`src/hdl/fully_assoc_lru_cache_classifier_macros.svh`:
```
// ---------------------------------------------------------------------------
// Assertion macros
// Shared concurrent assertion forms for the LRU cache classifier.
// ---------------------------------------------------------------------------
`ifndef FULLY_ASSOC_LRU_CACHE_CLASSIFIER_MACROS_SVH
`define FULLY_ASSOC_LRU_CACHE_CLASSIFIER_MACROS_SVH

// same-cycle implication
`define FLC_ASSERT_NOW(lbl, clk, rst_n, ante, cons) \
  lbl: assert property (@(posedge clk) disable iff (!rst_n) (ante) |-> (cons)) \
    else $error("flc assertion failed");

// next-cycle implication
`define FLC_ASSERT_NEXT(lbl, clk, rst_n, ante, cons) \
  lbl: assert property (@(posedge clk) disable iff (!rst_n) (ante) |=> (cons)) \
    else $error("flc assertion failed");

`endif

```
`src/hdl/flc_pkg.sv`:
```
// ---------------------------------------------------------------------------
// flc_pkg
// Types and constants for the LRU cache classifier.
// ---------------------------------------------------------------------------
package flc_pkg;

  localparam int ADDR_W          = 16;
  localparam int CFG_W           = 5;
  localparam int CNT_W           = 32;
  localparam int OUTC_W          = 2;
  localparam int PADDR_W         = 3;
  localparam int PDATA_W         = 32;
  localparam int MAX_ENTRIES_DEF = 16;
  localparam int ADDR_BITS_DEF   = 16;

  localparam logic [CFG_W-1:0]     CFG_RESET         = CFG_W'(16);
  localparam logic [PADDR_W-3:0]   REG_CACHE_ENTRIES = '0;

  typedef enum logic [OUTC_W-1:0] {
    OUT_HIT        = 2'd0,
    OUT_COMPULSORY = 2'd1,
    OUT_CAPACITY   = 2'd2
  } outcome_e;

  typedef enum logic [1:0] {
    ST_CLEAR,
    ST_IDLE,
    ST_MATCH,
    ST_UPDATE
  } state_e;

  typedef struct packed {
    logic match_en;
    logic commit;
    logic hit;
    logic evict;
    logic append;
  } cell_ctrl_t;

endpackage

```
`src/hdl/flc_stats.sv`:
```
// ---------------------------------------------------------------------------
// flc_stats
// Five saturating access counters.
// ---------------------------------------------------------------------------
module flc_stats (
  input  logic                    clk_i,
  input  logic                    rst_ni,
  input  logic                    commit_i,
  input  logic                    hit_i,
  input  logic                    seen_i,
  output logic [flc_pkg::CNT_W-1:0] access_o,
  output logic [flc_pkg::CNT_W-1:0] hit_o,
  output logic [flc_pkg::CNT_W-1:0] miss_o,
  output logic [flc_pkg::CNT_W-1:0] compulsory_o,
  output logic [flc_pkg::CNT_W-1:0] capacity_o
);
  import flc_pkg::*;

  logic [CNT_W-1:0] acc_q, hit_q, miss_q, comp_q, cap_q;

  function automatic logic [CNT_W-1:0] bump(input logic [CNT_W-1:0] c);
    bump = (&c) ? c : c + CNT_W'(1);
  endfunction

  always_ff @(posedge clk_i or negedge rst_ni) begin
    if (!rst_ni) begin
      acc_q  <= '0;
      hit_q  <= '0;
      miss_q <= '0;
      comp_q <= '0;
      cap_q  <= '0;
    end else if (commit_i) begin
      acc_q <= bump(acc_q);
      if (hit_i) begin
        hit_q <= bump(hit_q);
      end else begin
        miss_q <= bump(miss_q);
        if (seen_i) begin
          cap_q <= bump(cap_q);
        end else begin
          comp_q <= bump(comp_q);
        end
      end
    end
  end

  assign access_o     = acc_q;
  assign hit_o        = hit_q;
  assign miss_o       = miss_q;
  assign compulsory_o = comp_q;
  assign capacity_o   = cap_q;

endmodule

```
`config.mk`:
```
export PLATFORM = sky130hd
export DESIGN_NAME = flc_stats
export DESIGN_NICKNAME = d
export VERILOG_FILES = /design/src/hdl/fully_assoc_lru_cache_classifier_macros.svh /design/src/hdl/flc_pkg.sv /design/src/hdl/flc_stats.sv
export SDC_FILE = /design/constraint.sdc
export NUM_CORES = 1
export LEC_CHECK = 0
export BUFFER_PORTS_ARGS = -buffer_cell sky130_fd_sc_hd__buf_2
export CAP_MARGIN = 25
export CORE_MARGIN = 5
export CORE_UTILIZATION = 39
export DETAILED_ROUTE_END_ITERATION = 12
export PLACE_DENSITY = 0.63
export SYNTH_ARGS = -nofsm -noshare
export SYNTH_HDL_FRONTEND = slang
export SYNTH_SLANG_ARGS = --single-unit
```
`constraint.sdc`:
```
create_clock -name clk_i -period 3.4 [get_ports clk_i]
set_clock_uncertainty 0.15 [all_clocks]
set_input_delay 0.85 -clock clk_i [delete_from_list [all_inputs] [get_ports clk_i]]
set_output_delay 0.85 -clock clk_i [all_outputs]
set_load 0.03 [all_outputs]
```
* Yosys cells after proc, flatten, opt, wreduce, memory -nomap -nowiden
Index checks and enable logic that the tools add are counted.
** Operators by class
- Bitwise operators :: 7
- Reduce and logical (&&, ||, !) cells :: 10
- $add $sub $neg :: 5
** Operator list (number)
- 32-bit by 1-bit adder with 32-bit output (second input constant) :: 5
- 32-bit AND reduction :: 5
- 4-bit AND reduction :: 2
- 1-bit NOT :: 7
- 3-bit AND reduction :: 2
- 2-bit AND reduction :: 1
** Word-level totals
- Word-level logic and storage cells :: 27
- Bits in registers :: 160

* Longest topological paths before layout
Gate-level depths: netlist of the first run.
- Depth in word-level cells :: 3
- Mapped depth :: 7

* Least setup slack after synthesis of the first run
No wires, ideal clock.
- Path kind :: input-to-reg
- Start :: input commit_i
- End :: register comp_q[17] (netlist: compulsory_o[17])
- Setup time :: 135 ps
- Slack :: 572 ps
- Arrival time :: 2543 ps
- Data required time :: 3115 ps
- Cell stages on the path :: 6
- Cells stage by stage :: buf_2 or3b_2 a31oi_1 clkbuf_1 nand3_1 xnor2_1
** On the way
- Word-level cells in the longest chain between the ends :: 1
** RTL lines
- start: declaration :: line flc_stats.sv:8 : input logic commit_i,
- 4-bit AND reduction (no source line)
- end signal: assignment :: line flc_stats.sv:41 : comp_q <= bump(comp_q);
- end: declaration :: line flc_stats.sv:19 : logic [CNT_W-1:0] acc_q, hit_q, miss_q, comp_q, cap_q;
No other way between the ends.
A chain may end at the register's enable or synchronous reset.

* Worst setup path after layout of the first run
- Start :: register cap_q[18] (netlist: capacity_o[18])
- End :: register cap_q[2] (netlist: capacity_o[2])
** On the way
- Word-level cells in the longest chain between the ends :: 3
** RTL lines
- start: declaration :: line flc_stats.sv:19
- start signal: assignment :: line flc_stats.sv:39 : cap_q <= bump(cap_q);
- 32-bit AND reduction :: line flc_stats.sv:22 : bump = (&c) ? c : c + CNT_W'(1);
- 1-bit NOT (no source line)
- 4-bit AND reduction (no source line)
No other way between the ends.

==> results of run 1 <==
-- stage by stage --
step                      setup slack (ns)  hold slack, ns  instances
after floorplan                      0.572           0.404        719
after CTS                            0.535           0.286       1178
final                                0.516           0.276       1178
after global placement               0.481           0.322       1146
after global routing                 0.410           0.322       1178
after detailed placement             0.448           0.327       1146
-- area by class of cell --
class / instances / area [um^2]
clock buffers: 20 / 437
clock inverters: 12 / 111
fillers: 1876 / 10000
flip-flops and latches: 160 / 4000
inverters: 7 / 26.3
repair buffers: 175 / 935
multi-input cells: 539 / 3550
well taps: 265 / 332
-- worst max-delay path by stage --
stage | startpoint | to | slack, ns | cells after the start
finish | capacity_o[18]$_DFFE_PN0P_ | capacity_o[2]$_DFFE_PN0P_ | 0.52 | 5
global route | capacity_o[18]$_DFFE_PN0P_ | capacity_o[2]$_DFFE_PN0P_ | 0.41 | 5
CTS | capacity_o[18]$_DFFE_PN0P_ | capacity_o[2]$_DFFE_PN0P_ | 0.54 | 5
detailed placement | hit_i | miss_o[29]$_DFFE_PN0P_ | 0.45 | 6
global placement | hit_i | miss_o[31]$_DFFE_PN0P_ | 0.48 | 6
floorplan | commit_i | compulsory_o[17]$_DFFE_PN0P_ | 0.57 | 6
-- cell usage in the layout (no fill, tap or decap), types with 2 or more instances in the layout --
cell type   synthesis  final
nor4_1             14     14
a21oi_1             4      4
clkinvlp_4          0      6
clkbuf_16           0     17
or2_2               2      2
or4_1               4      4
o311a_1             2      2
buf_4               0      9
nand2_1            60     60
nand2b_1            4      4
dfrtp_1           160    160
and2_1             11     11
a31oi_1             4      4
ha_1                5      5
nor3_1             25     25
nand3_1            67     67
buf_12              0      2
o211ai_1            3      3
o21a_1              2      2
clkinv_2            0      2
nor2b_1             2      2
mux2_1              2      2
mux2_2              4      4
inv_1               7      7
and3_1             30     30
nor2_1             43     43
xnor2_1           111    111
clkbuf_1           10      3
inv_6               0      2
and4_1             15     15
o2111ai_1           3      3
xor2_1             37     37
nand4_1            61     61
nand3_2             2      2
buf_2               2    163
or3_1               6      6
-- critical path, cell delays in order (launching register included) --
cell and delay (ns):
dfrtp_1 0.44, nand4_1 0.25, or4_4 0.64, or4_1 0.82
and3_1 0.32, xor2_1 0.14
-- power breakdown --
part / switching, W / internal, W / leakage, nW
clock: 0.000797 / 0.00101 / 0.249
combinational: 0.000637 / 0.000303 / 2.04
sequential: 0.000246 / 0.00208 / 2.16
total: 0.00168 / 0.00339 / 4.44
-- sequential cells by signal (all words and copies together), names as in the netlist --
| name | count |
|---|---|
| access_o | 32 |
| capacity_o | 32 |
| compulsory_o | 32 |
| hit_o | 32 |
| miss_o | 32 |
-- cells by family after synthesis --
logic type      count (synthesis)
buf+inv                        20
fa+ha+maj                       5
mux                             6
flops                         160
compound gates                 26
xor+xnor                      148
simple gates                  354
-- layer usage --
metal  global-route usage  vias to the layer above  part of all wire
li1                     -                     2938                 -
met1                0.234                     2979              0.47
met2                0.264                      155              0.48
met3               0.0345                       12             0.048
met4               0.0540                        0             0.011
met5                    0                        -                 0
==> reports/results.ini, run 1 <==
[run_status]
status = completed

[placement]
place.gp.congestion = 0.822
port_buffers = 164
detailed_place_hpwl_um = 13400
placed_area_um2 = 8850

[yosys]
synth_simple_gate_area_share = 0.252
synth_edf_count = 0
async_flop_share = 1.00
synthTopCellsByCount = 160 x dfrtp_1, 111 x xnor2_1, 67 x nand3_1
synth_fp_nets = 729
yosysSeqAreaShare = 0.524
yosys_warnings = 0
synth_top_area_share = 0.524
synthMuxAreaShare = 0.00884
syn_area_per_cell_um2 = 10.6
synth_area_leader_cell = dfrtp_1
syn-cell-area_um2 = 7640
synth.most_common_cell = dfrtp_1
synthXorXnorAreaFrac = 0.170
synth_cell_types = 47
synth_top_family_by_area = simple AND/OR/NAND/NOR gates
synth_compound_area_frac = 0.0262
ys.flop_type = dfrtp_1
synthCells = 719
ys_ff_latch = 160
synth_area_leaders = dfrtp_1 52%, xnor2_1 13%, nand4_1 5.0%
synth_adder_area_share = 0.00819

[cells_and_area]
area_delta_synth_final_pct = 23.0
antenna_cells = 0
finish.instance_area_um2 = 9400
drive_above_1_share = 0.238
nets = 910
fin_util = 0.484

[floorplanning]
die_area_um2 = 22500
start_util = 0.394
dieWidth_um = 150
die_h_um = 150
pin_count = 165
row_count = 51
design.core.area_um2 = 19400

[drt]
drt-pass1-iter-count = 6
drtIter0Drc = 279
routed_wl_um = 18500
antenna_left = 0
viasPerCell = 5.16
wl_per_cell_um = 15.7
route.detailed.drc = 0
vias = 6084

[sta]
fin_tns_setup_ns = 0
hold_viol = 0
tightest_slew_ns = 0.817
rsz0062_at_grt = no
report.final.slew_viol_count = 0
period_minus_slack_ns = 2.88
fin_crit_sh = 0.848
max-slew-margin-rel = 0.447
finalSetupViolCount = 0
max_freq_mhz = 347

[global_routing]
grt_pass1_wl_um = 30700
grt_max_degree = 65
antenna_found_initial = 0
globalRouteOverflowTotal = 0
track_usage = 0.168
grt_pass1_vias = 5922

[setup_path]
crit_required_ns = 3.55
rr_endpoint = capacity_o[2]$_DFFE_PN0P_
timing.rr.start = capacity_o[18]$_DFFE_PN0P_
crit_path_max_fanout = 15
endpoint_kind = flip-flop
reg2reg_depth = 5
arrival_ns = 3.03
r2r_setup_slack_ns = 0.52
critPathLaunchType = flip-flop
criticalPathCategory = flip-flop to flip-flop

[clock_network]
cts_tree = built
clk_pin_slew_ns = 0.06
postCtsHoldBufs = 0
cts_root_buf = clkbuf_16
htree_levels = 4
cts_resized = 0
clockBufferDepth = 2
clk_latency_ns = 0.42
numCtsBuffers = 17
post_cts.repair.setup_buffers = 0
cts_sinks = 160

[pwr]
powerDensity_nw_per_um2 = 540
finalPower_w = 0.00507
leakage_nw = 4.44
ir_drop_mv = 0.325

[worst_hold_path]
hp-class = input pin to asynchronous set/reset pin

[job]
maxCapViolations = 0

Note: power is estimated with default switching activity, not from simulation.
==> run 2, diff against run 1 <==
Clock period 3.4 ns to 2.9 ns, I/O delays scaled along.
==> run 2 against run 1 <==
Against the previous run: sequential share of layout area shrank 0.69 points; worst setup slack got worse by 0.17 ns; critical endpoint is now capacity_o[5]$_DFFE_PN0P_; register-to-register slack lost 0.17 ns; via count grew 0.99%; wire length decreased by 0.72%; final cell count is 0.85% higher; utilization grew 0.80 points; sequential power grew 18%.
==> reports/results.ini, run 2 (same netlist as run 1, synthesis figures left out) <==
[global_routing]
grt_max_degree = 71  ; was 65
antenna_found_initial = 0  ; unchanged
track_usage = 0.168  ; about the same
grt_pass1_vias = 5938  ; was 5922
grt_pass1_wl_um = 30400  ; was 30700 um
globalRouteOverflowTotal = 0  ; unchanged

[sta]
hold_viol = 0  ; unchanged
fin_crit_sh = 0.881  ; was 0.848
finalSetupViolCount = 0  ; unchanged
rsz0062_at_grt = no  ; unchanged
max-slew-margin-rel = 0.415  ; was 0.447
report.final.slew_viol_count = 0  ; unchanged
fin_tns_setup_ns = 0  ; unchanged
max_freq_mhz = 392  ; was 347 MHz
tightest_slew_ns = 0.864  ; was 0.817 ns
period_minus_slack_ns = 2.55  ; was 2.88 ns

[setup_path]
cp_top_family = simple AND/OR/NAND/NOR gates  ; unchanged
path_cells = nand4_1 > or4_4 > or4_1 > buf_4 > nand4_1 > xnor2_1  ; was nand4_1 > or4_4 > or4_1 > and3_1 > xor2_1
path_buf_inv = 1  ; was 0
critPathLaunchType = flip-flop  ; unchanged
arrival_ns = 2.75  ; was 3.03 ns
crit_required_ns = 3.09  ; was 3.55 ns
endpoint_kind = flip-flop  ; unchanged
criticalPathCategory = flip-flop to flip-flop  ; unchanged
critical-path-max-stage-delay_ns = 0.64  ; was 0.82 ns
critPathSlowestCell = or4_4  ; was or4_1
reg2reg_depth = 6  ; was 5
crit_path_max_fanout = 8  ; was 15
r2r_setup_slack_ns = 0.35  ; was 0.52 ns
crit_top_cell = nand4_1
timing.rr.start = capacity_o[18]$_DFFE_PN0P_  ; unchanged
rr_endpoint = capacity_o[5]$_DFFE_PN0P_  ; was capacity_o[2]$_DFFE_PN0P_

[floorplanning]
row_count = 51  ; unchanged
dieWidth_um = 150  ; unchanged
pin_count = 165  ; unchanged
design.core.area_um2 = 19400  ; unchanged
die_area_um2 = 22500  ; unchanged
start_util = 0.394  ; unchanged
die_h_um = 150  ; unchanged

[drt]
wl_met3_um = 1010  ; was 888 um
drtIter0Drc = 306  ; was 279
vias = 6144  ; was 6084
wl_per_cell_um = 15.4  ; was 15.7 um
viasPerCell = 5.17  ; was 5.16
route.detailed.drc = 0  ; unchanged
routed_wl_um = 18300  ; was 18500 um
drt-pass1-iter-count = 5  ; was 6
antenna_left = 0  ; unchanged
drt-met1-wl_um = 8330  ; was 8610 um
wl_met2_um = 8590  ; was 8780 um
top_layer = met4  ; unchanged

[run_status]
status = completed  ; unchanged

[clock_network]
cts_sinks = 160  ; unchanged
cts_tree = built  ; unchanged
post_cts.repair.setup_buffers = 0  ; unchanged
cts_root_buf = clkbuf_16  ; unchanged
clk_latency_ns = 0.43  ; was 0.42 ns
postCtsHoldBufs = 0  ; unchanged
htree_levels = 4  ; unchanged
numCtsBuffers = 17  ; unchanged
clk_pin_slew_ns = 0.07  ; was 0.06 ns
clockBufferDepth = 2  ; unchanged
cts_resized = 0  ; unchanged

[cells_and_area]
nets = 920  ; was 910
most-common-layout-cells = 163 x buf_2, 160 x dfrtp_1, 111 x xnor2_1  ; unchanged
area_delta_synth_final_pct = 25.0  ; was 23.0%
fin_util = 0.492  ; was 0.484
finish.instance_area_um2 = 9550  ; was 9400 um^2
antenna_cells = 0  ; unchanged
drive_above_1_share = 0.249  ; was 0.238
final_common_cell = buf_2  ; unchanged
fill_cells = 1839  ; was 1876

[placement]
port_buffers = 164  ; unchanged
place.gp.congestion = 0.803  ; was 0.822
placed_area_um2 = 8920  ; was 8850 um^2
detailed_place_hpwl_um = 13400  ; about the same

[worst_hold_path]
hp-class = input pin to asynchronous set/reset pin  ; unchanged

[pwr]
powerDensity_nw_per_um2 = 651  ; was 540 nW/um^2
finalPower_w = 0.00622  ; was 0.00507 W
leakage_nw = 4.55  ; was 4.44 nW
ir_drop_mv = 0.381  ; was 0.325 mV

[job]
maxCapViolations = 0  ; unchanged

==> run 2: how the worst max path moves through the flow <==
| stage | cells after the start | start | endpoint | slack [ns] |
|---|---|---|---|---|
| 6_report | 6 | capacity_o[18]$_DFFE_PN0P_ | capacity_o[5]$_DFFE_PN0P_ | 0.35 |
| 4_1_cts | 6 | capacity_o[18]$_DFFE_PN0P_ | capacity_o[21]$_DFFE_PN0P_ | 0.32 |
| 5_1_grt | 6 | capacity_o[18]$_DFFE_PN0P_ | capacity_o[6]$_DFFE_PN0P_ | 0.19 |
| 2_1_floorplan | 6 | commit_i | compulsory_o[17]$_DFFE_PN0P_ | 0.20 |
| 3_5_place_dp | 7 | hit_i | miss_o[31]$_DFFE_PN0P_ | 0.27 |
| 3_3_place_gp | 7 | hit_i | miss_o[29]$_DFFE_PN0P_ | 0.33 |
==> run 2: routing by layer <==
metal / vias to the layer above / global-route usage
li1: 2964 / -
met1: 2982 / 0.232
met2: 169 / 0.257
met3: 29 / 0.0379
met4: 0 / 0.0659
met5: - / 0
==> run 2: layout make-up <==
class	instances	area [um^2]	share of cell area
tap	265	332	0.0347
inverter	7	26.3	0.00275
clock buffer	19	453	0.0474
timing repair buffer	185	1010	0.106
clock inverter	13	175	0.0183
sequential	160	4000	0.419
multi-input combinational	539	3550	0.372
==> run 2: power breakdown <==
| group | total (W) | switching, W | internal, W |
|---|---|---|---|
| sequential | 0.00273 | 0.000295 | 0.00243 |
| combinational | 0.00110 | 0.000741 | 0.000357 |
| clock | 0.00239 | 0.000969 | 0.00142 |
==> run 2: metrics by stage <==
stage          setup WS (ns)  cells  hold slack (ns)
2_1_floorplan          0.197    719            0.279
3_3_place_gp           0.325   1156            0.328
3_5_place_dp           0.270   1156            0.334
4_1_cts                0.320   1188           0.0495
5_1_grt                0.189   1188           0.0628
6_report               0.346   1188           0.0463
==> run 3, diff against run 2 <==
Settings changed: RECOVER_POWER set to 100.
==> run 3 against run 2 <==
Against the previous run: the run now ends with capacitance limit, slew limit left; sequential share of layout area increased by 1.2 points; total power fell by 0.85%; combinational power fell by 5%.
==> reports/results.ini, run 3 (same netlist as run 1, synthesis figures left out) <==
[drt]
drtIter0Drc = 266  ; was 306
wl_per_cell_um = 15.5  ; was 15.4 um
vias = 6144  ; unchanged
antenna_left = 0  ; unchanged
route.detailed.drc = 0  ; unchanged
drt-pass1-iter-count = 4  ; was 5
viasPerCell = 5.17  ; unchanged
routed_wl_um = 18400  ; was 18300 um

[pwr]
clock_power_share = 0.388  ; was 0.384
powerDensity_nw_per_um2 = 664  ; was 651 nW/um^2
switching_share = 0.326  ; was 0.322
ir_drop_mv = 0.381  ; about the same
pwr-share-comb = 0.169  ; was 0.177
internal_power_w = 0.00416  ; was 0.00421 W
leakage_nw = 3.85  ; was 4.55 nW
finalPower_w = 0.00616  ; was 0.00622 W
power_switching_w = 0.00201  ; was 0.00200 W
power_frac_seq = 0.443  ; was 0.439

[cells_and_area]
antenna_cells = 0  ; unchanged
area_delta_synth_final_pct = 21.6  ; was 25.0%
fill_cells = 1940  ; was 1839
drive_above_1_share = 0.0618  ; was 0.249
nets = 920  ; unchanged
most-common-layout-cells = 169 x clkbuf_1, 160 x dfrtp_1, 111 x xnor2_1  ; was 163 x buf_2, 160 x dfrtp_1, 111 x xnor2_1
final_common_cell = clkbuf_1  ; was buf_2
fin_util = 0.479  ; was 0.492

[clock_network]
cts_sinks = 160  ; unchanged
post_cts.repair.setup_buffers = 0  ; unchanged
cts_tree = built  ; unchanged
clk_pin_slew_ns = 0.07  ; about the same
postCtsHoldBufs = 0  ; unchanged
clockBufferDepth = 2  ; unchanged
htree_levels = 4  ; unchanged
clk_latency_ns = 0.43  ; about the same
cts_resized = 0  ; unchanged
numCtsBuffers = 17  ; unchanged
cts_root_buf = clkbuf_16  ; unchanged

[floorplanning]
die_h_um = 150  ; unchanged
start_util = 0.394  ; unchanged
row_count = 51  ; unchanged
pin_count = 165  ; unchanged
dieWidth_um = 150  ; unchanged
design.core.area_um2 = 19400  ; unchanged
die_area_um2 = 22500  ; unchanged

[sta]
rsz0062_at_grt = no  ; unchanged
tightest_slew_ns = 1.91  ; was 0.864 ns
hold_viol = 0  ; unchanged
finalSetupViolCount = 0  ; unchanged
report.final.slew_viol_count = 39  ; was 0
max_freq_mhz = 379  ; was 392 MHz
max-slew-margin-rel = -0.272  ; was 0.415
fin_tns_setup_ns = 0  ; unchanged
period_minus_slack_ns = 2.64  ; was 2.55 ns
worst_slack_ns = 0.264  ; was 0.346 ns
fin_crit_sh = 0.909  ; was 0.881

[setup_path]
arrival_ns = 2.83  ; was 2.75 ns
criticalPathCategory = flip-flop to flip-flop  ; unchanged
r2r_setup_slack_ns = 0.26  ; was 0.35 ns
crit_required_ns = 3.10  ; was 3.09 ns
crit_path_max_fanout = 6  ; was 8
critPathLaunchType = flip-flop  ; unchanged
endpoint_kind = flip-flop  ; unchanged

[global_routing]
globalRouteOverflowTotal = 0  ; unchanged
antenna_found_initial = 0  ; unchanged
grt_pass1_wl_um = 30400  ; unchanged
grt_max_degree = 71  ; unchanged
track_usage = 0.168  ; unchanged
grt_pass1_vias = 5938  ; unchanged

[run_status]
violations = capacitance limit, slew limit
status = finished with violations  ; was completed

[placement]
detailed_place_hpwl_um = 13400  ; unchanged
preCtsSetupSlack_ns = 0.270  ; unchanged
port_buffers = 164  ; unchanged
place.gp.congestion = 0.803  ; unchanged

[worst_hold_path]
hp-class = flip-flop to flip-flop  ; was input pin to asynchronous set/reset pin

[job]
maxCapViolations = 1  ; was 0

==> run 3: layout make-up <==
cell class,instances,area (um^2),share of cell area
sequential,160,4000,0.431
clock buffer,19,453,0.0488
multi-input combinational,539,3530,0.380
timing repair buffer,185,771,0.0830
tap,265,332,0.0357
inverter,7,26.3,0.00283
clock inverter,13,175,0.0189
==> run 3: worst paths after layout <==
| check | from | to | cells past startpoint |
|---|---|---|---|
| setup reg to reg | capacity_o[18]$_DFFE_PN0P_ | capacity_o[21]$_DFFE_PN0P_ | 6 |
| setup / recovery | capacity_o[18]$_DFFE_PN0P_ | capacity_o[21]$_DFFE_PN0P_ | 6 |
| min in group asynchronous | rst_ni | hit_o[2]$_DFFE_PN0P_ | 1 |
| hold reg to reg | miss_o[19]$_DFFE_PN0P_ | miss_o[19]$_DFFE_PN0P_ | 1 |
| hold / removal | miss_o[19]$_DFFE_PN0P_ | miss_o[19]$_DFFE_PN0P_ | 1 |
| max in group asynchronous | rst_ni | access_o[0]$_DFFE_PN0P_ | 2 |
==> run 3: metal layers <==
metal	vias to the layer above	global-route usage	part of all wire
met5	-	0	0
met4	0	0.0659	0.021
met3	28	0.0379	0.056
met2	178	0.257	0.47
met1	2984	0.232	0.45
li1	2954	-	-
==> run 3: worst max-delay path, cell delays in order, from the launching register on <==
cell	delay, ns
dfrtp_1	0.45
nand4_1	0.22
or4_1	0.66
or4_1	0.60
clkbuf_1	0.21
nand4_1	0.15
xnor2_1	0.13
==> run 3: metrics by stage <==
| step | hold WS (ns) | instances | cell area (um^2) |
|---|---|---|---|
| final | 0.344 | 1188 | 9290 |
| after floorplan | 0.279 | 719 | 7640 |
| after global placement | 0.328 | 1156 | 8920 |
| after CTS | 0.0495 | 1188 | 9550 |
| after detailed placement | 0.334 | 1156 | 8920 |
| after global routing | 0.355 | 1188 | 9290 |
==> run 3: power by group through the flow <==
stage	Sequential, W	Clock, W	Combinational, W
after floorplan	0.00310	0	0.000336
after global placement	0.00276	0	0.00110
after detailed placement	0.00276	0	0.00112
after CTS	0.00272	0.00246	0.00112
after global routing	0.00277	0.00256	0.00113
final	0.00273	0.00239	0.00104
