$ cat src/hdl/fully_assoc_lru_cache_classifier_macros.svh
// ---------------------------------------------------------------------------
// Assertion macros
// Shared concurrent assertion forms for the LRU cache classifier.
// ---------------------------------------------------------------------------
`ifndef FULLY_ASSOC_LRU_CACHE_CLASSIFIER_MACROS_SVH
`define FULLY_ASSOC_LRU_CACHE_CLASSIFIER_MACROS_SVH

// same-cycle implication
`define FLC_ASSERT_NOW(lbl, clk, rst_n, ante, cons) \
  lbl: assert property (@(posedge clk) disable iff (!rst_n) (ante) |-> (cons)) \
    else $error("flc assertion failed");

// next-cycle implication
`define FLC_ASSERT_NEXT(lbl, clk, rst_n, ante, cons) \
  lbl: assert property (@(posedge clk) disable iff (!rst_n) (ante) |=> (cons)) \
    else $error("flc assertion failed");

`endif

$ cat src/hdl/flc_pkg.sv
// ---------------------------------------------------------------------------
// flc_pkg
// Types and constants for the LRU cache classifier.
// ---------------------------------------------------------------------------
package flc_pkg;

  localparam int ADDR_W          = 16;
  localparam int CFG_W           = 5;
  localparam int CNT_W           = 32;
  localparam int OUTC_W          = 2;
  localparam int PADDR_W         = 3;
  localparam int PDATA_W         = 32;
  localparam int MAX_ENTRIES_DEF = 16;
  localparam int ADDR_BITS_DEF   = 16;

  localparam logic [CFG_W-1:0]     CFG_RESET         = CFG_W'(16);
  localparam logic [PADDR_W-3:0]   REG_CACHE_ENTRIES = '0;

  typedef enum logic [OUTC_W-1:0] {
    OUT_HIT        = 2'd0,
    OUT_COMPULSORY = 2'd1,
    OUT_CAPACITY   = 2'd2
  } outcome_e;

  typedef enum logic [1:0] {
    ST_CLEAR,
    ST_IDLE,
    ST_MATCH,
    ST_UPDATE
  } state_e;

  typedef struct packed {
    logic match_en;
    logic commit;
    logic hit;
    logic evict;
    logic append;
  } cell_ctrl_t;

endpackage

$ cat src/hdl/flc_cell.sv
// ---------------------------------------------------------------------------
// flc_cell
// One slot of the recency list: compare, shift toward oldest, load.
// ---------------------------------------------------------------------------
module flc_cell #(
  parameter int AW    = 16,
  parameter int OCC_W = 5,
  parameter int IDX   = 0
) (
  input  logic                clk_i,
  input  logic                rst_ni,
  input  flc_pkg::cell_ctrl_t ctrl_i,
  input  logic [OCC_W-1:0]    occ_i,
  input  logic [AW-1:0]       addr_i,
  input  logic [AW-1:0]       nxt_val_i,
  input  logic                sh_i,
  output logic [AW-1:0]       val_o,
  output logic                match_o,
  output logic                sh_o
);
  import flc_pkg::*;

  localparam logic [OCC_W-1:0] POS  = OCC_W'(IDX);
  localparam logic [OCC_W-1:0] POS1 = OCC_W'(IDX + 1);

  logic [AW-1:0] val_q, val_d;
  logic          match_q;
  logic          resident, is_last, is_tail, below_last, incl, take_next, load_addr;

  assign resident   = POS < occ_i;
  assign is_last    = POS1 == occ_i;
  assign is_tail    = POS == occ_i;
  assign below_last = POS1 < occ_i;
  assign incl       = sh_i | match_q;

  assign take_next = ctrl_i.commit & below_last &
                     ((ctrl_i.hit & incl) | ctrl_i.evict);
  assign load_addr = ctrl_i.commit &
                     ((is_last & (ctrl_i.hit | ctrl_i.evict)) | (is_tail & ctrl_i.append));

  always_comb begin
    val_d = val_q;
    if (load_addr) begin
      val_d = addr_i;
    end else if (take_next) begin
      val_d = nxt_val_i;
    end
  end

  always_ff @(posedge clk_i) begin
    val_q <= val_d;
  end

  always_ff @(posedge clk_i or negedge rst_ni) begin
    if (!rst_ni) begin
      match_q <= 1'b0;
    end else if (ctrl_i.match_en) begin
      match_q <= resident & (val_q == addr_i);
    end
  end

  assign val_o   = val_q;
  assign match_o = match_q;
  assign sh_o    = incl;

endmodule

$ cat config.mk
export PLATFORM = sky130hd
export DESIGN_NAME = flc_cell
export DESIGN_NICKNAME = d
export VERILOG_FILES = /design/src/hdl/fully_assoc_lru_cache_classifier_macros.svh /design/src/hdl/flc_pkg.sv /design/src/hdl/flc_cell.sv
export SDC_FILE = /design/constraint.sdc
export NUM_CORES = 1
export LEC_CHECK = 0
export ABC_CLOCK_PERIOD_IN_PS = 2760
export BUFFER_PORTS_ARGS = -buffer_cell sky130_fd_sc_hd__clkbuf_2
export CAP_MARGIN = 20
export CORE_UTILIZATION = 35
export CTS_CLUSTER_SIZE = 40
export DETAILED_ROUTE_END_ITERATION = 8
export GPL_ROUTABILITY_DRIVEN = 1
export GPL_TIMING_DRIVEN = 0
export PLACE_DENSITY = 0.78
export SETUP_SLACK_MARGIN = 0.4
export SYNTH_ARGS = -nofsm -noshare
export SYNTH_HDL_FRONTEND = slang
export SYNTH_SLANG_ARGS = --single-unit
$ cat constraint.sdc
create_clock -name clk_i -period 2.76 [get_ports clk_i]
set_input_delay 0.828 -clock clk_i [delete_from_list [all_inputs] [get_ports clk_i]]
set_output_delay 0.828 -clock clk_i [all_outputs]
set_load 0.01 [all_outputs]
# Word-level counts from Yosys, hierarchy flattened
# Cells that the tools add are included.
# classes
n_eq_ne	2
reduce_logical	2
mux	2
bitwise_logic	11
order_cmp	2
# op_table
operator	n
16-bit 2-to-1 mux	2
16-bit equality test	1
1-bit by 5-bit less-than comparator with 1-bit output, first input constant	2
1-bit AND	7
1-bit by 5-bit equality test with 1-bit output, first input constant	1
5-bit logical NOT	1
1-bit bitwise OR	4
2-bit nonzero test	1
# word_totals
word_cells	21
ff_bits	17

# Longest topological paths before layout
# Gate-level depths: netlist of the first run.
# depth
depth_word	6
ltp_mapped	5
depth_no_buf	4

# Worst setup path before layout of the first run
# Ideal clock, no wire load.
# synth_path
path_type	in2reg
from	input port occ_i[1]
to	register val_q[0] (netlist: val_o[0]), enable pin
arrival_time_ps	2702
path_buffers	2
t_required_ps	2349
setup_ps	411
path_slack_ps	-354
stages	5
cell_sequence	or4_4 -> or4b_1 -> buf_6 -> buf_12 -> o21ai_0
# synth_between
elab_chain_cells	5
elab_cells_between_ends	10
classes_between	1 x order compare; 1 x eq/ne; 6 x bitwise; 2 x reduce/logical
# synth_lines
item	line	text
start, declared	flc_cell.sv:13	input logic [OCC_W-1:0] occ_i,
branches (longest 4 deep; another with 1-bit by 5-bit less-than comparator with 1-bit output)	n/a	
2-bit nonzero test (no source line) *	n/a	
end signal, assigned	flc_cell.sv:51	val_q <= val_d;
end, declared	flc_cell.sv:26	logic [AW-1:0] val_q, val_d;
# Mark *: on every way between the ends.
# A chain may end at the register's enable or synchronous reset.

# Final worst setup path of the first run
# layout_path
from	input port occ_i[1]
to	register val_q[15] (netlist: val_o[15]), data pin
# layout_between
elab_chain_cells	5
elab_cells_between_ends	7
classes_between	1 x eq/ne; 1 x mux; 4 x bitwise; 1 x reduce/logical
# layout_lines
item	line	text
1-bit by 5-bit equality test with 1-bit output / 5-bit logical NOT (equally long branches)	flc_cell.sv:31, flc_cell.sv:32	
1-bit AND	flc_cell.sv:39	((is_last & (ctrl_i.hit | ctrl_i.evict)) | (is_tail & ctrl_i.append));
1-bit bitwise OR *	flc_cell.sv:39	
1-bit AND *	flc_cell.sv:38	assign load_addr = ctrl_i.commit &
16-bit 2-to-1 mux *	flc_cell.sv:43	if (load_addr) begin
named net val_d[15]	flc_cell.sv:26	
# Mark *: on every way through the listed nets, which the timed path passes. The rest lies on a longest branch.

==> results of run 1 <==
critical path, cell delays in order:
cell                       delay [ns]
sky130_fd_sc_hd__clkbuf_2        0.08
sky130_fd_sc_hd__or4_4           0.54
sky130_fd_sc_hd__or4b_4          0.50
sky130_fd_sc_hd__buf_6           0.15
sky130_fd_sc_hd__buf_4           0.16
sky130_fd_sc_hd__mux2_2          0.28
logic make-up after synthesis:
kind of cell | after synthesis | share of synthesized area, %
buffers and inverters | 3 | 3.53
AND/OR/NAND/NOR | 11 | 7.20
XOR/XNOR | 16 | 14.1
AO/OA/AOI/OAI | 4 | 2.52
flip-flops | 17 | 51.0
multiplexers | 16 | 21.6
sequential cells by signal (all words and copies together) (netlist names):
| register | count |
|---|---|
| match_o | 1 |
| val_o | 16 |
power by group through the flow:
stage	Clock [mW]	Combinational, mW	Sequential [mW]
finish	0.132	0.119	0.311
global route	0.150	0.130	0.313
CTS	0.138	0.120	0.311
detailed placement	0	0.114	0.316
global placement	0	0.110	0.316
floorplan	0	0.0478	0.322
stage by stage:
| stage | utilization [%] | total power, mW | hold WS [ns] | setup WS (ns) |
|---|---|---|---|---|
| 2_1_floorplan | - | 0.370 | 0.532 | 0.0841 |
| 3_3_place_gp | 52.6 | 0.426 | 0.546 | -0.0864 |
| 3_5_place_dp | 52.6 | 0.430 | 0.570 | -0.103 |
| 4_1_cts | 56.4 | 0.569 | 0.286 | 0.298 |
| 5_1_grt | 56.4 | 0.593 | 0.267 | 0.278 |
| 6_report | 56.4 | 0.561 | 0.294 | 0.273 |
routing by layer:
metal	up-vias	routed length, µm	global-route usage (%)
met1	381	974	19.7
met2	37	1250	28.9
met3	4	131	2.58
met4	0	29	6.79
met5	-	0	0
li1	398	-	-
worst max-delay path by stage:
stage / cells after the start / end / from
floorplan: 5 / val_o[10] / occ_i[1]
global placement: 6 / val_o[2] / occ_i[1]
detailed placement: 6 / val_o[2] / occ_i[1]
CTS: 6 / val_o[15] / occ_i[1]
global route: 6 / val_o[9] / occ_i[1]
finish: 6 / val_o[15] / occ_i[1]
area by class of cell:
type                       instances  area [µm²]  area share [%]
timing repair buffer              66         360            24.9
multi-input combinational         48         482            33.3
inverter                           1        3.75           0.259
clock buffer                       3        22.5            1.56
tap                               30        37.5            2.59
clock inverter                     1        5.00           0.346
buffer                             2        31.3            2.16
sequential                        17         505            34.9
cell usage in the layout, fill, tap and decap left out, types with 2 or more instances in the layout:
cell type                  synthesis  layout
sky130_fd_sc_hd__clkbuf_4          0       3
sky130_fd_sc_hd__buf_4             0       3
sky130_fd_sc_hd__clkbuf_2          0      62
sky130_fd_sc_hd__edfxtp_1         16      16
sky130_fd_sc_hd__mux2_4            9       9
sky130_fd_sc_hd__mux2_2            7       7
sky130_fd_sc_hd__xor2_1           15      15
sky130_fd_sc_hd__nor4_1            3       3
sky130_fd_sc_hd__o21ai_4           0       2
repair_timing:
item | 4_1_cts | 5_1_grt
endpoints found under the setup margin | 25 | 32
cloned | 2 | 0
resized for setup | 3 | 0
buffers inserted | 3 | 0
pin swaps | 0 | 0
==> results.txt, run 1 <==
The dominant cell type by area after synthesis is sky130_fd_sc_hd__edfxtp_1. Summing the sequential cell areas from Yosys gives 51.0% of the chip area. The number of maximum-capacitance constraint violations is 0. The total placed cells including tap cells came out at 159. The final weighted congestion of routability-driven global placement came out at 0.785.

The combinational group share of total power is 21.2%. The number of I/O pins came out at 63. The endpoint arrival time on the critical path came out at 2.54 ns. The number of different library cells used by synthesis comes to 22. CTS placed an instance of sky130_fd_sc_hd__clkbuf_4 at the clock tree root.

For the worst-skew pair, the clock arrives at the later sink with an insertion delay of 0.28 ns. In this run the critical register-to-register path is launched from match_o. The post-route clock skew came out at 0.00585 ns. The synthesized design contains 16 enable-type register cells. The hold buffer count at cts is 0. The instance area after placement is 1350 µm². The clock transition at the registers of the reported paths is 0.10 ns. In the final design database the tool counted 184 nets. The worst-case IR drop observed on VDD is 0.279 mV.

The total negative slack for setup checks came out at 0 ns. The most used flip-flop cell after synthesis is sky130_fd_sc_hd__edfxtp_1. The count of final hold-check violations is 0. The total leakage power came out at 0.699 nW. The highest clock frequency the design can meet came out at 402 MHz. By startpoint and endpoint, the worst setup path is classified as input port to flop. The run finished with clean final reports.

The reg-to-reg critical path endpoint is val_o[7]. Summing every instance area after synthesis gives 991 µm². The number of max-slew violations in the final report is 0. In this run the worst hold path is classified as input port to asynchronous set/reset pin. The critical path data required time came out at 2.81 ns. The global-route wire length before repair is 3950 µm. The maximum buffer depth of the clock tree is 2.

The deepest level of the CTS H-tree is 1. The relative contribution of the clock network to total power came out at 23.5%. The number of diodes added for antenna fixing is 0. The filler cell count is 233. Before antenna repair, the detailed router went through 4 iterations. The total internal power is 420 µW. The initial core utilization came out at 38.6%. The post-route standard cell area excluding fillers came out at 1450 µm². Measured against its own limit, the worst slew margin works out to 66.4%.

The proportion of register bits with asynchronous set or reset after synthesis came out at 5.88%. The post-route netlist has 67.4% of its cells at a drive strength greater than 1. The floorplan core area is 2570 µm². STA classifies the critical path endpoint as a flop.

The part of the power in registers came out at 55.3%. The total routing usage reported by global routing came out at 16.4%. The area of the die is 3050 µm². The final count of negative-setup-slack endpoints came out at 0. Input and output buffers added on the ports amount to 62. Summed over all nets, the switching power comes to 141 µW. The number of buffers inserted during clock tree synthesis came out at 3. The number of placement rows is 18. The first-iteration detailed-routing DRC count came out at 11. Sorting the synthesized cells by area gives the leading types as sky130_fd_sc_hd__edfxtp_1 48%, sky130_fd_sc_hd__mux2_4 14%, sky130_fd_sc_hd__xor2_1 13%, sky130_fd_sc_hd__mux2_2 8.0%, sky130_fd_sc_hd__dfrtp_1 2.5%. In this run the remaining antenna-violating nets after routing total 0.

The TritonCTS clock tree is yes. The average instance area after synthesis came out at 14.8 µm². Compared with the post-synthesis result, the final layout area differs by 46.1%. After detailed routing, the number of vias per cell comes to 4.88. The post-detailed-route DRC marker count came out at 0. The cell area power density is 388 nW/µm². Entering global routing, the biggest net connects 11 pins. The total wirelength of the detailed-routed design is 2390 µm. The worst reg-to-reg setup slack is 1.13 ns.

Synthesis handed over a netlist of 67 instances. The top cell type by area accounts for 48.5% of the synthesized area. The finished layout holds 168 standard cells, fillers aside. In this run, synthesis produced a sequential element count of 17.

The Yosys warning count came out at 0. sky130_fd_sc_hd__edfxtp_1 is the most common cell in the netlist. The vias after detailed routing came out at 820. After layout, the worst path uses 90.1% of the clock period. The actual transition at the worst max-transition pin came out at 0.504 ns. Setup repair after global routing could not meet its margin everywhere. The logic depth of the worst register-to-register path is 3. By count the netlist is led by 16 x sky130_fd_sc_hd__edfxtp_1, 15 x sky130_fd_sc_hd__xor2_1, 9 x sky130_fd_sc_hd__mux2_4. The share of total power consumed by net switching is 25.2%. The number of nets in the synthesized netlist is 112. The peak fanout along the critical path is 5. The startpoint type of the worst setup path is an input port. The number of global-route vias before repair is 890. After layout, the minimum clock period comes to 2.49 ns. The die height is 55.2 µm. The routed wire length per instance is 14.2 µm. The clock drives 17 sinks. The remaining global-route overflow came out at 0.

The initial antenna violation count is 0. The die outline width is 55.2 µm.
No activity file was read; power rests on OpenSTA's default activity.
==> run 2: changes to the inputs <==
--- a/config.mk
+++ b/config.mk
@@ -8,7 +8,9 @@
 export ABC_CLOCK_PERIOD_IN_PS = 2760
 export BUFFER_PORTS_ARGS = -buffer_cell sky130_fd_sc_hd__clkbuf_2
 export CAP_MARGIN = 20
+export CORE_ASPECT_RATIO = 0.8
 export CORE_UTILIZATION = 35
+export CTS_BUF_LIST = sky130_fd_sc_hd__clkbuf_16
 export CTS_CLUSTER_SIZE = 40
 export DETAILED_ROUTE_END_ITERATION = 8
 export GPL_ROUTABILITY_DRIVEN = 1
==> results.txt, run 2 (synthesis gave the netlist of run 1 again) <==
The met1 usage in global routing came out at 23.5% (was 19.7%). The maximum buffer depth of the clock tree came out at 2 (unchanged). The cell type of the slowest stage on the worst timing path is sky130_fd_sc_hd__or4_4 (unchanged). The post-route standard cell area excluding fillers was 1520 µm² (was 1450 µm²).

The count of final hold-check violations was 0 (unchanged). The overall power of the completed layout is 721 µW (was 561 µW). The type of the tightest min-delay check is input port to asynchronous set/reset pin (unchanged).

The final weighted congestion of routability-driven global placement came out at 0.661 (was 0.785). The routed wire length per instance came out at 13.4 µm (was 14.2 µm). The instance area after placement is 1360 µm² (was 1350 µm²). The first-iteration detailed-routing DRC count came out at 12 (was 11). The largest stage delay on the critical path came out at 0.53 ns (was 0.54 ns). The die outline width came out at 61.5 µm (was 55.2 µm). The endpoint arrival time on the critical path is 2.52 ns (was 2.54 ns). The minimum period implied by the final worst setup slack came to 2.52 ns (was 2.49 ns). The initial antenna violation count came to 0 (unchanged).

The largest net degree at the start of global routing was 10 (was 11). List of cells traversed by the critical path: clkbuf_2 -> or4_4 -> or4b_4 -> buf_8 -> buf_12 -> mux2_4 (was clkbuf_2 -> or4_4 -> or4b_4 -> buf_6 -> buf_4 -> mux2_2). The post-detailed-route DRC marker count is 0 (unchanged). The peak-usage layer in the global routing report is met2 (unchanged). The peak fanout along the critical path came out at 6 (was 5). Detailed placement finished with a half-perimeter wire length of 1760 µm. The worst voltage drop across the vdd grid is 0.329 mV (was 0.279 mV). The total routing usage reported by global routing came out at 17.1% (was 16.4%). The met2 demand-to-capacity share in global routing came out at 28.0% (was 28.9%). The actual transition at the worst max-transition pin came out at 0.514 ns (was 0.504 ns). The first-pass detailed-route iteration total came to 4 (unchanged). The TritonCTS clock tree is yes (unchanged). The critical path data required time came out at 2.76 ns (was 2.81 ns). The number of I/O pins is 63 (unchanged).

The endpoint kind of the worst setup timing path is a flop (unchanged). The number of max-slew violations in the final report came out at 0 (unchanged). The count of nets left with antenna violations after detail routing was 0 (unchanged). The met3 demand-to-capacity share in global routing came out at 3.15% (was 2.58%). The number of diodes added for antenna fixing came out at 0 (unchanged).

The deepest level of the CTS H-tree was 1 (unchanged). The clock root buffer master was sky130_fd_sc_hd__clkbuf_16 (was sky130_fd_sc_hd__clkbuf_4). The initial core utilization is 38.7% (was 38.6%). The total placed cells including tap cells came out at 165 (was 159). The final count of negative-setup-slack endpoints came out at 0 (unchanged). The via count normalized by instance count is 4.54 (was 4.88). The total negative slack for setup checks came out at 0 ns (unchanged). The clock latency reported for the late side of the worst-skew pair came out at 0.25 ns (was 0.28 ns).

Most frequent cells in the layout: 62 x sky130_fd_sc_hd__clkbuf_2, 16 x sky130_fd_sc_hd__edfxtp_1, 15 x sky130_fd_sc_hd__xor2_1 (unchanged). The cell area power density is 474 nW/µm² (was 388 nW/µm²). The non-filler instance count after layout is 175 (was 168). The post-route clock skew came out at 0.00309 ns (was 0.00585 ns). The number of clock sinks seen by CTS came out at 17 (unchanged).

The count of port buffers added during placement came to 62 (unchanged). The area of the die came out at 3050 µm² (about the same). The most common cell after layout, fill and taps aside was sky130_fd_sc_hd__clkbuf_2 (unchanged).

The clock transition at the registers of the reported paths came out at 0.05 ns (was 0.10 ns). The type of the worst setup path is input port to flop (unchanged). The worst slew margin relative to its limit is 65.8% (was 66.4%). The number of global-route vias before repair is 828 (was 890). Outcome: finished clean (unchanged). The filler cell count is 240 (was 233). The number of maximum-capacitance constraint violations is 0 (unchanged). The flip-flop count of the largest register after layout is 16 (unchanged). The number of placement rows came out at 16 (was 18). The vias after detailed routing came out at 795 (was 820). The remaining global-route overflow is 0 (unchanged).

The global-route wire length before repair is 3830 µm (was 3950 µm). The total leakage power came out at 0.731 nW (was 0.699 nW). The die height is 49.6 µm (was 55.2 µm). The floorplan core area came out at 2560 µm² (was 2570 µm²). The layout net count came out at 185 (was 184).

The number of buffers inserted during clock tree synthesis is 3 (unchanged). Setup repair after global routing missed its margin: true (unchanged). The post-synthesis to final-layout area growth is 53.5% (was 46.1%).

The post-route clock period utilization is 91.5% (was 90.1%). The startpoint type of the worst setup path is an input port (unchanged). The highest clock frequency the design can meet came to 396 MHz (was 402 MHz). The proportion of layout cells with a drive suffix above 1 came out at 66.9% (was 67.4%).

The total wirelength of the detailed-routed design is 2350 µm (was 2390 µm).
run 2: changes by cell type in the layout (fill, tap and decap cells not counted), sizes merged:
| cell | previous run | this run |
|---|---|---|
| inv | 1 | 2 |
| buf | 6 | 7 |
| clkinv | 1 | 0 |
run 2: worst paths after layout:
kind,from,end,slack [ns],cells after the start
max in group asynchronous,rst_ni,match_o,2.32,1
setup / recovery,occ_i[1],val_o[7],0.24,6
hold reg to reg,match_o,match_o,0.57,2
hold / removal,rst_ni,match_o,0.35,1
setup reg to reg,match_o,val_o[2],1.14,3
min in group clk_i,match_o,match_o,0.57,2
run 2: critical path: cells and delay by family:
kind	cells	cell delay, ns
AND/OR/NAND/NOR	2	1.04
buffers and inverters	3	0.37
multiplexers	1	0.29
run 2: metal layers:
metal	wire, µm	up-vias	part of all wire (%)
met4	0	0	0
li1	-	401	-
met5	0	-	0
met3	107	0	4.6
met1	1090	361	46
met2	1150	33	49
run 2: cell type report:
class                           instances  area [µm²]  share of cell area, %
Buffer                                  2        35.0                   2.30
Timing Repair Buffer                   67         372                   24.4
Inverter                                1        3.75                  0.247
Multi-Input combinational cell         48         482                   31.7
Clock buffer                            3        75.1                   4.93
Tap cell                               36        45.0                   2.96
Clock inverter                          1        3.75                  0.247
Sequential cell                        17         505                   33.2
run 2: power breakdown:
group / leakage, nW / internal [mW] / switching (mW)
Clock: 0.0423 / 0.192 / 0.0982
Sequential: 0.166 / 0.302 / 0.00973
Combinational: 0.523 / 0.0659 / 0.0529
Total: 0.731 / 0.560 / 0.161
run 2: what timing repair did:
action                                  4_1_cts  5_1_grt
endpoints found under the setup margin       32       32
gates cloned                                  2        0
buffers inserted                              3        1
resized for setup                             4        1
hold buffers                                  0        0
run 2: through the flow:
| stage | setup slack (ns) | hold WS, ns | util (%) |
|---|---|---|---|
| 2_1_floorplan | 0.0841 | 0.532 | - |
| 3_3_place_gp | -0.0985 | 0.544 | 53.0 |
| 3_5_place_dp | -0.117 | 0.561 | 53.0 |
| 4_1_cts | 0.239 | 0.346 | 58.9 |
| 5_1_grt | 0.218 | 0.341 | 59.4 |
| 6_report | 0.235 | 0.349 | 59.4 |
==> run 3: changes to the inputs <==
--- a/config.mk
+++ b/config.mk
@@ -16,7 +16,7 @@
 export GPL_ROUTABILITY_DRIVEN = 1
 export GPL_TIMING_DRIVEN = 0
 export PLACE_DENSITY = 0.78
-export SETUP_SLACK_MARGIN = 0.4
+export SETUP_SLACK_MARGIN = 0.3
 export SYNTH_ARGS = -nofsm -noshare
 export SYNTH_HDL_FRONTEND = slang
 export SYNTH_SLANG_ARGS = --single-unit
==> results.txt, run 3 (synthesis gave the netlist of run 1 again) <==
Outcome: finished clean (unchanged). The filler cell count came to 240 (unchanged). The first-iteration detailed-routing DRC count was 12 (unchanged). The highest clock frequency the design can meet is 396 MHz (unchanged). The floorplan core area is 2560 µm² (unchanged). The area of combinational cells with multiple inputs is 482 µm² (unchanged).

The overall power of the completed layout came to 721 µW (unchanged). The post-route standard cell area excluding fillers is 1520 µm² (unchanged). The beginning of the worst register-to-register path is match_o (unchanged). The gate family responsible for the most delay along the worst path was simple AND/OR/NAND/NOR gates (unchanged). The die outline width is 61.5 µm (unchanged).

The highest metal layer used by the detailed router is met3 (unchanged). The reg-to-reg critical path endpoint is val_o[2] (unchanged). The post-route clock skew is 0.00309 ns (unchanged). The count of final hold-check violations is 0 (unchanged). The number of diodes added for antenna fixing is 0 (unchanged). The TritonCTS clock tree is yes (unchanged). The proportion of layout cells with a drive suffix above 1 came to 66.9% (unchanged).

The clock root buffer master is sky130_fd_sc_hd__clkbuf_16 (unchanged). The cell type of the slowest stage on the worst timing path is sky130_fd_sc_hd__or4_4 (unchanged). List of cells traversed by the critical path: clkbuf_2 -> or4_4 -> or4b_4 -> buf_8 -> buf_12 -> mux2_4 (unchanged).

The startpoint type of the worst setup path is an input port (unchanged). The total wirelength of the detailed-routed design came out at 2350 µm (unchanged). The routed wire length per instance was 13.4 µm (unchanged). The instance area after placement is 1360 µm² (unchanged). The total routing usage reported by global routing came out at 17.1% (unchanged). The cell area power density is 474 nW/µm² (unchanged).

The number of buffers inserted during clock tree synthesis is 3 (unchanged). The total leakage power is 0.731 nW (unchanged). The remaining global-route overflow came out at 0 (unchanged). The minimum setup slack in the final design is 0.235 ns (unchanged).

The most common cell after layout, fill and taps aside is sky130_fd_sc_hd__clkbuf_2 (unchanged). The logic depth of the worst register-to-register path came out at 3 (unchanged). The peak fanout along the critical path came out at 6 (unchanged). The largest net degree at the start of global routing was 10 (unchanged). The post-route clock period utilization came out at 91.5% (unchanged). The type of the tightest min-delay check was input port to asynchronous set/reset pin (unchanged).

The hold buffer count at cts is 0 (unchanged). The clock transition at the registers of the reported paths came out at 0.05 ns (about the same). The final count of negative-setup-slack endpoints came to 0 (unchanged). The type of the worst setup path was input port to flop (unchanged). The total met2 wirelength after detailed routing came out at 1150 µm (unchanged). The minimum period implied by the final worst setup slack came to 2.52 ns (unchanged).

The number of global-route vias before repair came out at 828 (unchanged). The worst voltage drop across the vdd grid is 0.329 mV (unchanged). The length of routed met3 wiring came to 107 µm (unchanged). The number of clock sinks seen by CTS is 17 (unchanged).

The deepest level of the CTS H-tree is 1 (unchanged). The number of placement rows is 16 (unchanged). The number of maximum-capacitance constraint violations is 0 (unchanged). The number of buffers and inverters on the critical path is 3 (unchanged). The origin of the worst setup path is occ_i[1] (unchanged). The worst-case hold slack is 0.349 ns (unchanged).

The via count normalized by instance count came out at 4.54 (unchanged). The area of the die came to 3050 µm² (unchanged). The count of nets left with antenna violations after detail routing came out at 0 (unchanged). The worst slew margin relative to its limit is 65.8% (unchanged). The critical path data required time was 2.76 ns (about the same). The clock latency reported for the late side of the worst-skew pair came out at 0.25 ns (about the same). The worst reg-to-reg setup slack is 1.14 ns (about the same).

The vias after detailed routing is 795 (unchanged). The detailed-placement wirelength estimate is 1760 µm (unchanged). Most frequent cells in the layout: 62 x sky130_fd_sc_hd__clkbuf_2, 16 x sky130_fd_sc_hd__edfxtp_1, 15 x sky130_fd_sc_hd__xor2_1 (unchanged). The routed length on met1 came out at 1090 µm (unchanged). Setup repair after global routing missed its margin: true (unchanged). The worst setup slack before clock tree synthesis was -0.117 ns (unchanged). The first-pass detailed-route iteration total came out at 4 (unchanged).

The endpoint kind of the worst setup timing path is a flop (unchanged). The final weighted congestion of routability-driven global placement came out at 0.661 (unchanged). The footprint of the flip-flops and latches came out at 505 µm² (unchanged). The maximum buffer depth of the clock tree came to 2 (unchanged). The post-detailed-route DRC marker count came out at 0 (unchanged). The layout net count is 185 (unchanged).

The global-route wire length before repair came out at 3830 µm (unchanged). The largest stage delay on the critical path is 0.53 ns (about the same). The count of port buffers added during placement is 62 (unchanged). The die height came out at 49.6 µm (unchanged).

The endpoint arrival time on the critical path came out at 2.52 ns (about the same). The flip-flop count of the largest register after layout is 16 (unchanged). The number of I/O pins is 63 (unchanged).

The initial core utilization came out at 38.7% (unchanged). The number of max-slew violations in the final report is 0 (unchanged). The initial antenna violation count came out at 0 (unchanged). The post-synthesis to final-layout area growth is 53.5% (unchanged). The actual transition at the worst max-transition pin came out at 0.514 ns (unchanged).
[run 3: cell counts in the layout (fill, tap and decap cells not counted)]
Identical to the previous run, type by type.
[run 3: worst max-delay path by stage]
stage	slack, ns	cells past startpoint	endpoint
6_report	0.24	6	val_o[7]
5_1_grt	0.22	6	val_o[13]
4_1_cts	0.24	6	val_o[13]
3_5_place_dp	-0.12	6	val_o[2]
3_3_place_gp	-0.1	6	val_o[2]
2_1_floorplan	0.08	5	val_o[10]
[run 3: metrics by stage]
step           cells  TNS [ns]  util (%)
4_1_cts          174         0      58.9
6_report         175         0      59.4
5_1_grt          175         0      59.4
3_5_place_dp     165     -2.58      53.0
3_3_place_gp     165     -2.04      53.0
2_1_floorplan     67         0         -
[run 3: area by class of cell]
cell class / instances / share of cell area (%)
plain buffers: 2 / 2.30
well taps: 36 / 2.96
flip-flops and latches: 17 / 33.2
clock buffers: 3 / 4.93
repair buffers: 67 / 24.4
multi-input cells: 48 / 31.7
inverters: 1 / 0.247
clock inverters: 1 / 0.247
[run 3: worst register-to-register path, cell delays in order, from the launching register on]
cell                      delay [ns]
sky130_fd_sc_hd__dfrtp_1        0.39
sky130_fd_sc_hd__or2_2          0.32
sky130_fd_sc_hd__a21oi_1        0.45
sky130_fd_sc_hd__o21ai_4        0.19
[run 3: metal layers]
metal | vias to the layer above | global-route usage (%)
met5 | - | 0
met4 | 0 | 3.33
met3 | 0 | 3.15
met2 | 33 | 28.0
met1 | 361 | 23.5
li1 | 401 | -
[run 3: timing repair]
item                       in CTS  in global routing
setup endpoints to repair      25                 32
gates cloned                    2                  0
gates resized for setup         4                  1
pin swaps                       0                  0
buffers inserted                3                  1
[run 3: power breakdown]
part           leakage (nW)  internal, mW  switching (mW)
Sequential            0.166         0.302         0.00973
Combinational         0.523        0.0659          0.0529
Clock                0.0423         0.192          0.0982
